===== config.mk =====
export PLATFORM = sky130hd
export DESIGN_NAME = can_bit_timing_search
export DESIGN_NICKNAME = d
export VERILOG_FILES = /design/src/hw/rtl/cbts_pkg.sv /design/src/hw/rtl/cbts_div.sv /design/src/hw/rtl/cbts_search.sv /design/src/hw/rtl/can_bit_timing_search.sv
export SDC_FILE = /design/constraint.sdc
export NUM_CORES = 1
export LEC_CHECK = 0
export BUFFER_PORTS_ARGS = -buffer_cell sky130_fd_sc_hd__buf_2
export CAP_MARGIN = 20
export CORE_MARGIN = 3
export CORE_UTILIZATION = 65
export CTS_BUF_LIST = sky130_fd_sc_hd__clkbuf_8
export DETAILED_ROUTE_END_ITERATION = 6
export GPL_ROUTABILITY_DRIVEN = 0
export PLACE_DENSITY = 0.92
export SLEW_MARGIN = 20
export SYNTH_ARGS = -nofsm -noshare
export SYNTH_HDL_FRONTEND = slang
export SYNTH_SLANG_ARGS = --single-unit

===== constraint.sdc =====
create_clock -name clk -period 7.2 [get_ports clk]
set_input_delay 1.8 -clock clk [delete_from_list [all_inputs] [get_ports clk]]
set_output_delay 1.8 -clock clk [all_outputs]
set_load 0.005 [all_outputs]

===== src/hw/rtl/cbts_pkg.sv =====
// Shared constants, types and the timing word packing function for the
// CAN bit timing search block. No dependencies.
package cbts_pkg;

  localparam int ClkW  = 27;
  localparam int BaudW = 20;
  localparam int CpbW  = 27;
  localparam int DivW  = 4;
  localparam int QW    = 5;
  localparam int SegW  = 5;
  localparam int StepW = 10;
  localparam int ProdW = 14;
  localparam int TwW   = 15;

  localparam int DivCycles = CpbW;
  localparam int DivCntW   = $clog2(DivCycles);

  localparam logic [ClkW-1:0] ClkReset = ClkW'(48000000);
  localparam logic [DivW-1:0] DivMax   = 4'd15;
  localparam logic [QW-1:0]   QMaxM1   = 5'd31;
  localparam logic [SegW-1:0] SegsMin  = 5'd3;
  localparam logic [SegW-1:0] SegsMax  = 5'd17;

  typedef struct packed {
    logic done;
    logic found;
  } search_status_t;

  typedef enum logic [3:0] {
    S_IDLE   = 4'b0001,
    S_DIV    = 4'b0010,
    S_SEARCH = 4'b0100,
    S_DONE   = 4'b1000
  } state_t;

  // Packs quanta-1 and the segment count into the bit timing word.
  function automatic logic [TwW-1:0] pack_timing(input logic [QW-1:0] qm1,
                                                 input logic [SegW-1:0] segs);
    logic [SegW-1:0] extra;
    logic [3:0]      seg1;
    logic [3:0]      seg2;
    logic [1:0]      sjw;
    extra = segs - SegsMin;
    seg1  = extra[4:1];
    seg2  = extra[3:0] - seg1;
    sjw   = (seg1 > 4'd3) ? 2'd3 : seg1[1:0];
    return {seg2[2:0], seg1, sjw, 1'b0, qm1};
  endfunction

endpackage


===== src/hw/rtl/cbts_div.sv =====
// Restoring divider, one quotient bit per cycle: clocks per bit from the
// clock rate and the bit rate. Depends on cbts_pkg.
module cbts_div (
  input  logic                      clk,
  input  logic                      rst,
  input  logic                      start,
  input  logic [cbts_pkg::ClkW-1:0]  dividend,
  input  logic [cbts_pkg::BaudW-1:0] divisor,
  output logic                      done,
  output logic [cbts_pkg::CpbW-1:0]  quotient
);
  import cbts_pkg::*;

  logic               busy;
  logic [DivCntW-1:0] cnt;
  logic [BaudW-1:0]   rem;
  logic [BaudW-1:0]   rem_next;
  logic [BaudW-1:0]   dvsr;
  logic [CpbW-1:0]    quo;
  logic [CpbW-1:0]    quo_next;
  logic [BaudW:0]     shifted;
  logic [BaudW:0]     diff;
  logic               ge;

  always_comb begin
    shifted  = {rem, quo[CpbW-1]};
    ge       = shifted >= {1'b0, dvsr};
    diff     = shifted - {1'b0, dvsr};
    rem_next = ge ? diff[BaudW-1:0] : shifted[BaudW-1:0];
    quo_next = {quo[CpbW-2:0], ge};
  end

  always_ff @(posedge clk) begin
    if (rst) begin
      busy <= 1'b0;
      done <= 1'b0;
      cnt  <= '0;
    end else begin
      done <= 1'b0;
      if (start) begin
        busy <= 1'b1;
        cnt  <= '0;
      end else if (busy) begin
        cnt <= cnt + 1'b1;
        if (cnt == DivCntW'(DivCycles - 1)) begin
          busy <= 1'b0;
          done <= 1'b1;
        end
      end
    end
  end

  always_ff @(posedge clk) begin
    if (start) begin
      rem  <= '0;
      quo  <= dividend;
      dvsr <= divisor;
    end else if (busy) begin
      rem <= rem_next;
      quo <= quo_next;
    end
  end

  assign quotient = quo;

endmodule


===== src/hw/rtl/cbts_search.sv =====
// Search sequencer: walks divider, quanta and segment counts one candidate
// a cycle, with the product kept up to date by one shared adder.
// Depends on cbts_pkg.
module cbts_search (
  input  logic                       clk,
  input  logic                       rst,
  input  logic                       start,
  input  logic [cbts_pkg::CpbW-1:0]   cpb,
  output cbts_pkg::search_status_t   status,
  output logic [cbts_pkg::DivW-1:0]   clock_divider,
  output logic [cbts_pkg::TwW-1:0]    timing_word
);
  import cbts_pkg::*;

  logic             running;
  logic [CpbW-1:0]  cpb_r;
  logic [DivW-1:0]  div_cnt;
  logic [QW-1:0]    qm1;
  logic [SegW-1:0]  segs;
  logic [StepW-1:0] step;
  logic [ProdW-1:0] prod;
  logic [StepW-1:0] step_next;
  logic [ProdW-1:0] prod_next;
  logic [StepW-1:0] base;
  logic [ProdW-1:0] addend;
  logic             match;

  // step holds quanta * (divider + 1); prod holds segs * step. The single
  // adder either adds step for the next segment count or forms 3 * step
  // when the quanta or divider counter moves on.
  always_comb begin
    match     = {{(CpbW-ProdW){1'b0}}, prod} == cpb_r;
    step_next = step;
    base      = '0;
    if (segs != SegsMax) begin
      base = step;
    end else if (qm1 != QMaxM1) begin
      step_next = step + {{(StepW-DivW-1){1'b0}}, ({1'b0, div_cnt} + 5'd1)};
      base      = step_next;
    end else begin
      step_next = {{(StepW-DivW-1){1'b0}}, ({1'b0, div_cnt} + 5'd2)};
      base      = step_next;
    end
    addend = (segs != SegsMax) ? {{(ProdW-StepW){1'b0}}, base}
                               : {{(ProdW-StepW-1){1'b0}}, base, 1'b0};
    prod_next = ((segs != SegsMax) ? prod : {{(ProdW-StepW){1'b0}}, base}) + addend;
  end

  always_ff @(posedge clk) begin
    if (rst) begin
      running <= 1'b0;
      status  <= '0;
    end else begin
      status.done <= 1'b0;
      if (start) begin
        running      <= 1'b1;
        status.found <= 1'b0;
      end else if (running) begin
        if (match) begin
          running      <= 1'b0;
          status.done  <= 1'b1;
          status.found <= 1'b1;
        end else if (segs == SegsMax && qm1 == QMaxM1 && div_cnt == DivMax) begin
          running     <= 1'b0;
          status.done <= 1'b1;
        end
      end
    end
  end

  always_ff @(posedge clk) begin
    if (start) begin
      cpb_r         <= cpb;
      div_cnt       <= '0;
      qm1           <= '0;
      segs          <= SegsMin;
      step          <= StepW'(1);
      prod          <= ProdW'(3);
      clock_divider <= '0;
      timing_word   <= '0;
    end else if (running) begin
      if (match) begin
        clock_divider <= div_cnt;
        timing_word   <= pack_timing(qm1, segs);
      end else begin
        step <= step_next;
        prod <= prod_next;
        if (segs != SegsMax) begin
          segs <= segs + 1'b1;
        end else begin
          segs <= SegsMin;
          if (qm1 != QMaxM1) begin
            qm1 <= qm1 + 1'b1;
          end else begin
            qm1     <= '0;
            div_cnt <= div_cnt + 1'b1;
          end
        end
      end
    end
  end

endmodule


===== src/hw/rtl/can_bit_timing_search.sv =====
// Top level of the CAN bit timing search: clock rate register, control
// sequencer and output register. Depends on cbts_pkg, cbts_div, cbts_search.
//
//  channel  direction  handshake             payload
//  in       sink       in_valid / in_stall   bit_rate
//  out      source     out_valid / out_stall found, clock_divider, timing_word
//  cfg      sink       cfg_we                cfg_wdata (clock_rate_hz)
//
// Each item runs the divider, one quotient bit per cycle, then the search, one
// candidate per cycle, up to 7680 candidates; a zero bit rate skips both and
// goes straight to the result. The search adder visits one candidate a cycle.
// in_stall stays high from the transfer until the result is in the output
// register. Reset loads the clock rate with 48000000 and clears control.
module can_bit_timing_search (
  input  logic                       clk,
  input  logic                       rst,
  input  logic                       in_valid,
  output logic                       in_stall,
  input  logic [cbts_pkg::BaudW-1:0]  bit_rate,
  output logic                       out_valid,
  input  logic                       out_stall,
  output logic                       found,
  output logic [cbts_pkg::DivW-1:0]   clock_divider,
  output logic [cbts_pkg::TwW-1:0]    timing_word,
  input  logic                       cfg_we,
  input  logic [cbts_pkg::ClkW-1:0]   cfg_wdata
);
  import cbts_pkg::*;

  state_t         state;
  state_t         state_next;
  logic [ClkW-1:0] clock_rate_hz;
  logic            in_xfer;
  logic            out_load;
  logic            div_start;
  logic            div_done;
  logic [CpbW-1:0] cpb;
  logic            srch_start;
  search_status_t  srch_status;
  logic [DivW-1:0] srch_div;
  logic [TwW-1:0]  srch_tw;
  logic            res_found;
  logic [DivW-1:0] res_div;
  logic [TwW-1:0]  res_tw;

  assign in_stall   = state != S_IDLE;
  assign in_xfer    = in_valid && !in_stall;
  assign div_start  = in_xfer && bit_rate != '0;
  assign srch_start = state == S_DIV && div_done;
  assign out_load   = state == S_DONE && (!out_valid || !out_stall);

  cbts_div u_div (
    .clk      (clk),
    .rst      (rst),
    .start    (div_start),
    .dividend (clock_rate_hz),
    .divisor  (bit_rate),
    .done     (div_done),
    .quotient (cpb)
  );

  cbts_search u_search (
    .clk           (clk),
    .rst           (rst),
    .start         (srch_start),
    .cpb           (cpb),
    .status        (srch_status),
    .clock_divider (srch_div),
    .timing_word   (srch_tw)
  );

  always_comb begin
    state_next = state;
    case (state)
      S_IDLE: begin
        if (in_xfer) begin
          state_next = (bit_rate == '0) ? S_DONE : S_DIV;
        end
      end
      S_DIV: begin
        if (div_done) begin
          state_next = S_SEARCH;
        end
      end
      S_SEARCH: begin
        if (srch_status.done) begin
          state_next = S_DONE;
        end
      end
      S_DONE: begin
        if (out_load) begin
          state_next = S_IDLE;
        end
      end
      default: state_next = S_IDLE;
    endcase
  end

  always_ff @(posedge clk) begin
    if (rst) begin
      state         <= S_IDLE;
      out_valid     <= 1'b0;
      clock_rate_hz <= ClkReset;
    end else begin
      state <= state_next;
      if (cfg_we) begin
        clock_rate_hz <= cfg_wdata;
      end
      if (out_load) begin
        out_valid <= 1'b1;
      end else if (!out_stall) begin
        out_valid <= 1'b0;
      end
    end
  end

  always_ff @(posedge clk) begin
    if (in_xfer) begin
      res_found <= 1'b0;
      res_div   <= '0;
      res_tw    <= '0;
    end else if (state == S_SEARCH && srch_status.done) begin
      res_found <= srch_status.found;
      res_div   <= srch_div;
      res_tw    <= srch_tw;
    end
    if (out_load) begin
      found         <= res_found;
      clock_divider <= res_div;
      timing_word   <= res_tw;
    end
  end

`ifndef NO_ASSERTIONS
  a_srch_done_state: assert property (@(posedge clk) disable iff (rst)
    srch_status.done |-> state == S_SEARCH)
    else $error("search finished outside the search state");

  a_div_done_state: assert property (@(posedge clk) disable iff (rst)
    div_done |-> state == S_DIV)
    else $error("divide finished outside the divide state");

  a_zero_baud: assert property (@(posedge clk) disable iff (rst)
    in_xfer && bit_rate == '0 |=> state == S_DONE && !res_found)
    else $error("zero bit rate did not go straight to a not-found result");

  a_out_load: assert property (@(posedge clk) disable iff (rst)
    out_load |=> out_valid && state == S_IDLE)
    else $error("result load did not present a transfer and return to idle");
`endif

endmodule


==> results.yml, run 1 <==
hold_path:
  hold_path.class: "reg2reg"
  holdPathStages: 0
floorplanning:
  pin_count: 74
  die_w_um: 136.0
  start_util_pct: 67.67
  die_h_um: 136.0
  die-area_sq_um: 18490
  fp-row-count: 46
  coreArea_sq_um: 16230
cells_and_area:
  fillerInstances: 1103
  num_antenna_cells: 0
  multi_input_area_sq_um: 5017
  final_util_pct: 75.13
  layout.cells.non_filler: 1459
  area_delta_synth_final_pct: 11.03
  fin_nets: 1312
  drive_above_1_share_pct: 12.15
  regArea_sq_um: 5535
pwr:
  powerDensity_nw_per_um2: 248.3
  seq_power_share_pct: 48.8
  sw_frac_of_total_pct: 26.51
  leakage_nw: 5.283
  comb_power_share_pct: 12.5
  clkPwrFrac_pct: 38.7
  peakVddDrop_mv: 0.2313
  power_switching_mw: 0.8027
  intPower_mw: 2.225
synthesis:
  synth_top_area_share_pct: 25.43
  synthesis.area_sq_um: 10980
  ys_ff_latch: 230
  ys.flop_type: "dfxtp_1"
  synth_common_cells: "199 x nand2_1, 137 x dfxtp_1, 95 x nor2_1, 93 x edfxtp_1, 78 x a21oi_1"
  synthTopCellsByArea: "edfxtp_1 25%, dfxtp_1 25%, nand2_1 6.8%"
  async_reset_ff_share_pct: 0
  yosys_warnings: 0
  syn_avg_cell_area_sq_um: 9.526
  synth_edf_count: 93
  synthCells: 1153
  synth.most_common_cell: "nand2_1"
  yosysSeqAreaShare_pct: 50.40
  synthesis.nets: 1253
  synthDistinctLibCells: 67
  yosys.area.top_type: "edfxtp_1"
timing:
  max_freq_mhz: 227.8
  fin_crit_sh_pct: 60.97
  setup_viol: 0
  rsz0062_at_grt: "no"
  fin_crit_ns: 4.390
  tightest_slew_ns: 1.004
  fin_tns_setup_ns: 0
  final-hold-violation-count: 0
  slew_viol_final: 0
  fin_skew_ns: 0.02569
  max_slew_margin_pct: 33.04
clock_tree:
  holdBufCountCts: 0
  root_buffer: "clkbuf_8"
  cts_made_buffers: 39
  cts_tree: "done"
  h-tree-depth: 2
  clockBufferDepth: 3
  post_cts_resized: 0
  cts.sinks: 230
  clk_pin_slew_ns: 0.06
  cts_setup_buffers: 0
  clock_latency_ns: 0.54
worst_setup_path:
  cp-start-kind: "input port"
  cp_data_arrival_time_ns: 4.68
  worstSetupPathType: "in2reg"
  crit_fanout: 32
  endpoint_kind: "flop"
  reg2reg_depth: 17
  crit_required_ns: 7.49
drt:
  routed_wl_mm: 24.29
  dr.pass1.iters: 5
  drc: 0
  drt-wirelength-per-cell_um: 16.65
  ant_nets: 0
  dr_total_vias: 8745
  drtIter0Drc: 723
  post_drt_via_cell_ratio: 5.994
global_route:
  grt_max_degree: 79
  grt_pass1_wl_mm: 40.03
  antenna_found_initial: 0
  grt_pass1_vias: 8542
  grt_overflow: 0
  grt_usage_pct: 26.38
job:
  maxCapViolCount: 0
placed_design:
  dp_hpwl_mm: 16.00
  port_buffers: 72
  place_inst: 1387
status:
  run_status: "completed"
==> kinds of logic after synthesis <==
group / count (synthesis) / synth area share (%)
xor gates and xnor gates: 48 / 3.828
DFF: 230 / 50.40
AOI/OAI and AO/OA: 234 / 13.37
and+or+nand+nor: 442 / 18.42
adders and majority gates: 48 / 5.742
other: 1 / 0.03414
buffers and inverters: 105 / 4.078
muxes: 45 / 4.124
==> registers in the layout, summed over array words and instances (netlist names), 5 cells and up <==
| name | flops |
|---|---|
| clock_rate_hz | 27 |
| u_div.cnt | 5 |
| u_search.cpb_r | 27 |
| u_div.quotient | 27 |
| u_search.prod | 14 |
| u_search.timing_word | 14 |
| u_div.dvsr | 20 |
| timing_word | 14 |
| u_div.rem | 20 |
| u_search.qm1 | 5 |
| u_search.segs | 5 |
| res_tw | 14 |
| u_search.step | 10 |
==> worst max-delay path: stages <==
cell	delay [ns]
buf_2	0.11
nor4_1	0.53
nand3_1	0.27
o21ai_4	0.71
inv_1	0.62
buf_4	0.42
nand2_1	0.12
nand2_1	0.07
==> layout make-up <==
class | instances | share of cell area (%)
inverter | 46 | 1.416
tap | 216 | 2.216
sequential | 230 | 45.39
clock inverter | 24 | 1.149
timing repair buffer | 77 | 3.263
clock buffer | 48 | 5.418
multi-input combinational | 818 | 41.15
==> stage by stage <==
stage / setup slack, ns / power (mW) / area [sq um] / hold slack (ns)
finish: 2.810 / 3.028 / 12190 / 0.4329
global route: 2.575 / 3.152 / 12190 / 0.4429
CTS: 2.990 / 3.041 / 12190 / 0.4353
detailed placement: 2.408 / 1.867 / 11390 / 0.4175
global placement: 2.537 / 1.845 / 11390 / 0.4127
floorplan: 3.251 / 1.769 / 10980 / 0.4081
==> path summary, 6_finish.rpt <==
path                        from                  to  slack (ns)
max                  bit_rate[6]  u_div.quotient[12]        2.81
min                   res_div[2]    clock_divider[2]        0.43
max reg2reg  u_search.div_cnt[0]   u_search.prod[13]        2.94
min reg2reg           res_div[2]    clock_divider[2]        0.43
==> layout by cell type, fill, tap and decap left out, drive strengths merged, types with 5 or more instances in the layout <==
master and n:
or2 5, or4 7, or3 10, edfxtp 93, ha 44, nor2b 18
mux2i 43, clkinv 9, a211o 12, nand2 200, a21oi 79, inv 60
a31oi 10, xor2 28, nand2b 5, nand4 10, and2 7, a21o 17
nand3 27, o21a 14, nor3 21, o31ai 7, xnor2 20, and3 12
o21ai 52, nor4 11, a211oi 6, o211ai 7, dfxtp 137, buf 77
nor4b 5, nor2 95, clkbuf 48
==> power by group through the flow <==
| stage | Clock [mW] | Combinational, mW | Sequential (mW) |
|---|---|---|---|
| after floorplan | 0 | 0.284 | 1.49 |
| after global placement | 0 | 0.347 | 1.50 |
| after detailed placement | 0 | 0.365 | 1.50 |
| after CTS | 1.19 | 0.371 | 1.48 |
| after global routing | 1.25 | 0.419 | 1.48 |
| final | 1.17 | 0.379 | 1.48 |
==> per-layer routing <==
metal | up-vias | global-route usage, % | part of all wire [%]
li1 | 4192 | - | -
met1 | 4087 | 33.88 | 41
met2 | 399 | 44.77 | 49
met3 | 67 | 5.144 | 7.4
met4 | 0 | 9.351 | 2.5
met5 | - | 0 | 0
Power figures use the tool's default switching activity.
==> run 2: changes to the inputs <==
CORE_UTILIZATION = 57   (was 65)
PLACE_DENSITY = 0.86   (was 0.92)
clock period = 3.6 ns   (was 7.2 ns; I/O delays follow)
==> results.yml, run 2 (synthesis results as in run 1) <==
status:
  run_status: "finished with violations"
  violations: "negative setup slack"
drt:
  routed_wl_mm: 24.59
  drc: 0
  dr.pass1.iters: 5
  wl_met1_mm: 10.44
  dr_wl_met3_mm: 1.710
  drt-wirelength-per-cell_um: 15.96
  drtIter0Drc: 706
  post_drt_via_cell_ratio: 5.744
  routed.top_layer: "met4"
  wl_met2_mm: 11.79
  ant_nets: 0
  dr_total_vias: 8851
global_route:
  grt_pass1_vias: 8120
  grt_max_degree: 57
  antenna_found_initial: 0
  grt_usage_pct: 22.15
  grt_overflow: 0
  grt_pass1_wl_mm: 38.14
floorplanning:
  coreArea_sq_um: 18830
  die_w_um: 144.8
  die_h_um: 144.8
  start_util_pct: 58.33
  die-area_sq_um: 20970
  fp-row-count: 50
  pin_count: 74
cells_and_area:
  drive_above_1_share_pct: 17.80
  num_antenna_cells: 0
  area_delta_synth_final_pct: 16.03
  fin_nets: 1351
  mostFrequentLayoutCell: "nand2_1"
  final_cell_mix: "197 x nand2_1, 132 x dfxtp_1, 95 x nor2_1"
worst_setup_path:
  worstSetupPathType: "reg2reg"
  slowest_stage: "or4_4"
  path_cells: "inv_2 -> ha_4 -> fa_2 -> nand2b_4 -> a21boi_4 -> o21a_1 -> buf_6 -> nand2_1 -> xor2_1 -> o21ai_1 -> o21a_1 -> ha_4 -> nand3_4 -> o31ai_4 -> o41a_1 -> nand3_2 -> or4_4 -> a31oi_1"
  cp-start-kind: "flop"
  cp_data_arrival_time_ns: 4.21
  endpoint_kind: "flop"
  crit_fanout: 3
  cpPeakStageDelay_ns: 0.52
  crit_required_ns: 4.06
clock_tree:
  holdBufCountCts: 0
  cts_tree: "done"
  cts_made_buffers: 38
  h-tree-depth: 2
  clockBufferDepth: 3
  clock_latency_ns: 0.54
  root_buffer: "clkbuf_8"
  cts.sinks: 230
  clk_pin_slew_ns: 0.07
timing:
  fin_crit_sh_pct: 104.1
  setup_ws_ns: -0.1493
  worst_hold_slack_ns: 0.4304
  max_freq_mhz: 266.7
  slew_viol_final: 0
  max_slew_margin_pct: 37.48
  fin_skew_ns: 0.01154
  tightest_slew_ns: 0.9368
  fin_tns_setup_ns: -0.2069
  setup_viol: 2
  final-hold-violation-count: 0
  fin_crit_ns: 3.749
  rsz0062_at_grt: "yes"
pwr:
  leakage_nw: 5.452
  powerDensity_nw_per_um2: 466.1
  peakVddDrop_mv: 0.3713
placed_design:
  dp_hpwl_mm: 15.96
  port_buffers: 72
job:
  maxCapViolCount: 0
hold_path:
  hold_path.class: "reg2reg"
==> run 2: cell count changes in the layout (fill, tap and decap cells not counted), sizes merged <==
cell	previous run	this run
buf	77	117
bufinv	1	0
clkbuf	48	47
clkinvlp	0	2
inv	60	58
==> run 2: final timing paths <==
| kind | start | to | slack, ns | cells past startpoint |
|---|---|---|---|---|
| max | u_search.div_cnt[0] | u_search.prod[13] | -0.15 | 18 |
| min | res_div[3] | clock_divider[3] | 0.43 | 0 |
| max reg2reg | u_search.div_cnt[0] | u_search.prod[13] | -0.15 | 18 |
| min reg2reg | res_div[3] | clock_divider[3] | 0.43 | 0 |
==> run 2: area by class of cell <==
class | count | area, sq um
clock buffers | 47 | 646.9
clock inverters | 23 | 107.6
fillers | 1356 | 6087
inverters | 46 | 172.7
multi-input cells | 818 | 5231
flip-flops and latches | 230 | 5542
well taps | 260 | 325.3
repair buffers | 117 | 718.2
==> run 2: power by group <==
group,internal [mW],switching (mW)
Clock,1.19,1.03
Combinational,0.297,0.475
Sequential,2.87,0.0782
==> run 2: worst max-delay path, delay by kind of cell, from the launching register on <==
kind / cells / cell delay, ns
AOI/OAI and AO/OA: 7 / 1.26
and+or+nand+nor: 5 / 0.93
adders and majority gates: 3 / 0.84
DFF: 1 / 0.34
buffers and inverters: 2 / 0.16
xor gates and xnor gates: 1 / 0.15
==> run 2: repair_timing <==
item / in CTS / in global routing
setup endpoints to repair: 4 / 6
gates resized for setup: 11 / 45
buffers inserted: 4 / 6
pin swaps: 5 / 18
==> run 2: layer usage <==
metal,up-vias,global-route usage (%)
met2,394,36.53
met3,63,3.779
met1,4129,29.35
li1,4265,-
met4,0,8.395
met5,-,0
==> run 2: stage by stage <==
| stage | cell area (sq um) | power [mW] | worst slack (ns) | std cells | utilization [%] |
|---|---|---|---|---|---|
| 6_report | 12740 | 5.940 | -0.1493 | 1541 | 67.67 |
| 5_1_grt | 12740 | 6.190 | -0.2887 | 1541 | 67.67 |
| 4_1_cts | 12500 | 5.955 | 0.01563 | 1535 | 66.37 |
| 3_5_place_dp | 11690 | 3.742 | -0.2057 | 1461 | 62.05 |
| 3_3_place_gp | 11690 | 3.700 | -0.03828 | 1461 | 62.05 |
| 2_1_floorplan | 10990 | 3.539 | 0.001564 | 1153 | - |
==> run 3: changes to the inputs <==
RECOVER_POWER = 50   (was default)
==> results.yml, run 3 (synthesis results as in run 1) <==
timing:
  fin_tns_setup_ns: -0.2223
  fin_crit_ns: 3.760
  fin_crit_sh_pct: 104.4
  worst_hold_slack_ns: 0.4290
  max_slew_margin_pct: -28.62
  fin_skew_ns: 0.01251
  setup_viol: 2
  max_freq_mhz: 266.0
  rsz0062_at_grt: "yes"
  setup_ws_ns: -0.1600
  final-hold-violation-count: 0
  slew_viol_final: 38
  tightest_slew_ns: 1.929
drt:
  dr.pass1.iters: 5
  ant_nets: 0
  drt-wirelength-per-cell_um: 15.96
  routed_wl_mm: 24.59
  post_drt_via_cell_ratio: 5.755
  drtIter0Drc: 676
  drc: 0
  dr_total_vias: 8868
worst_setup_path:
  cpPeakStageDelay_ns: 0.52
  worstSetupPathType: "reg2reg"
  reg2reg_depth: 18
  path_cells: "inv_2 -> ha_4 -> fa_2 -> nand2b_4 -> a21boi_4 -> o21a_1 -> buf_6 -> nand2_1 -> xor2_1 -> o21ai_1 -> o21a_1 -> ha_4 -> nand3_4 -> o31ai_4 -> o41a_1 -> nand3_2 -> or4_4 -> a31oi_1"
  slowest_stage: "or4_4"
  cp_data_arrival_time_ns: 4.22
  endpoint_kind: "flop"
  rr_startpoint: "u_search.div_cnt[0]"
  cp-start-kind: "flop"
  critical_path.top_delay_family: "compound AO/OA/AOI/OAI gates"
  crit_fanout: 3
  cp_num_buf_inv: 2
  crit_required_ns: 4.06
  reg2reg_slack_ns: -0.16
  r2r-end: "u_search.prod[13]"
  crit_start: "u_search.div_cnt[0]"
cells_and_area:
  fin_nets: 1351
  mostFrequentLayoutCell: "nand2_1"
  area_delta_synth_final_pct: 15.57
  final_cell_mix: "197 x nand2_1, 132 x dfxtp_1, 95 x nor2_1"
  drive_above_1_share_pct: 15.07
  num_antenna_cells: 0
floorplanning:
  start_util_pct: 58.33
  die_h_um: 144.8
  die_w_um: 144.8
  fp-row-count: 50
  coreArea_sq_um: 18830
  die-area_sq_um: 20970
  pin_count: 74
pwr:
  clkPwrFrac_pct: 37.4
  sw_frac_of_total_pct: 26.71
  powerDensity_nw_per_um2: 467.8
  power_switching_mw: 1.586
  peakVddDrop_mv: 0.3760
  seq_power_share_pct: 49.6
  intPower_mw: 4.352
  power_mw: 5.938
  comb_power_share_pct: 13.0
  leakage_nw: 5.355
clock_tree:
  holdBufCountCts: 0
  root_buffer: "clkbuf_8"
  h-tree-depth: 2
  clk_pin_slew_ns: 0.07
  cts.sinks: 230
  cts_tree: "done"
  cts_made_buffers: 38
  clockBufferDepth: 3
  clock_latency_ns: 0.54
global_route:
  grt_pass1_vias: 8120
  grt_overflow: 0
  antenna_found_initial: 0
  grt_max_degree: 57
  grt_usage_pct: 22.15
  grt_pass1_wl_mm: 38.14
placed_design:
  dp_hpwl_mm: 15.96
  port_buffers: 72
status:
  run_status: "finished with violations"
  violations: "max-capacitance violations, max-slew violations, negative setup slack"
hold_path:
  worstHoldStart: "res_div[3]"
  holdPathStages: 0
  min_to: "clock_divider[3]"
  hold_path.class: "reg2reg"
job:
  maxCapViolCount: 1
==> run 3: cell count changes in the layout (fill, tap and decap cells not counted) <==
cell and change:
and2_0 +2, buf_2 -32, buf_4 -3, inv_2 -1, buf_1 +1, clkbuf_1 +33
clkbuf_2 +1, inv_1 +1, and2_1 -2
==> run 3: layout make-up <==
type | count | area (sq um)
Fill cell | 1383 | 6137
Sequential cell | 230 | 5542
Multi-Input combinational cell | 818 | 5231
Timing Repair Buffer | 117 | 668.1
Clock buffer | 47 | 646.9
Tap cell | 260 | 325.3
Inverter | 46 | 172.7
Clock inverter | 23 | 107.6
==> run 3: power by group through the flow <==
stage          logic, mW  registers [mW]  clock network (mW)
2_1_floorplan      0.568            2.97                   0
3_3_place_gp       0.711            2.99                   0
3_5_place_dp       0.744            3.00                   0
4_1_cts            0.753            2.94                2.26
5_1_grt            0.852            2.96                2.38
6_report           0.770            2.95                2.22
==> run 3: worst register-to-register path, cell delays in order (launching register included) <==
cell	delay, ns
dfxtp_2	0.34
inv_2	0.05
ha_4	0.16
fa_2	0.37
nand2b_4	0.17
a21boi_4	0.18
o21a_1	0.17
buf_6	0.11
nand2_1	0.05
xor2_1	0.15
o21ai_1	0.12
o21a_1	0.15
ha_4	0.31
nand3_4	0.09
o31ai_4	0.26
o41a_1	0.20
nand3_2	0.10
or4_4	0.52
a31oi_1	0.18
==> run 3: repair_timing <==
action / CTS / global route
setup endpoints to repair: 4 / 6
gates resized for setup: 11 / 45
pin swaps: 5 / 18
setup buffers: 4 / 6
==> run 3: worst max path at each step <==
| stage | endpoint | slack [ns] | cells past startpoint |
|---|---|---|---|
| finish | u_search.prod[13] | -0.16 | 18 |
| global route | u_search.prod[13] | -0.29 | 18 |
| CTS | u_search.prod[11] | 0.02 | 20 |
| floorplan | u_search.prod[13] | 0.002 | 17 |
| detailed placement | u_search.prod[13] | -0.21 | 17 |
| global placement | u_search.prod[13] | -0.04 | 17 |
==> run 3: per-stage QoR <==
step | cell area, sq um | cells | utilization, % | setup WS, ns
3_3_place_gp | 11690 | 1461 | 62.05 | -0.03828
4_1_cts | 12500 | 1535 | 66.37 | 0.01563
2_1_floorplan | 10990 | 1153 | - | 0.001564
6_report | 12690 | 1541 | 67.41 | -0.1600
5_1_grt | 12690 | 1541 | 67.41 | -0.2887
3_5_place_dp | 11690 | 1461 | 62.05 | -0.2057
==> run 3: layer usage <==
| metal | vias up | routed length (um) | part of all wire (%) | global-route usage (%) |
|---|---|---|---|---|
| met1 | 4178 | 10570 | 43 | 29.35 |
| met2 | 359 | 11770 | 48 | 36.53 |
| li1 | 4263 | - | - | - |
| met3 | 68 | 1549 | 6.3 | 3.779 |
| met5 | - | 0 | 0 | 0 |
| met4 | 0 | 702 | 2.9 | 8.395 |
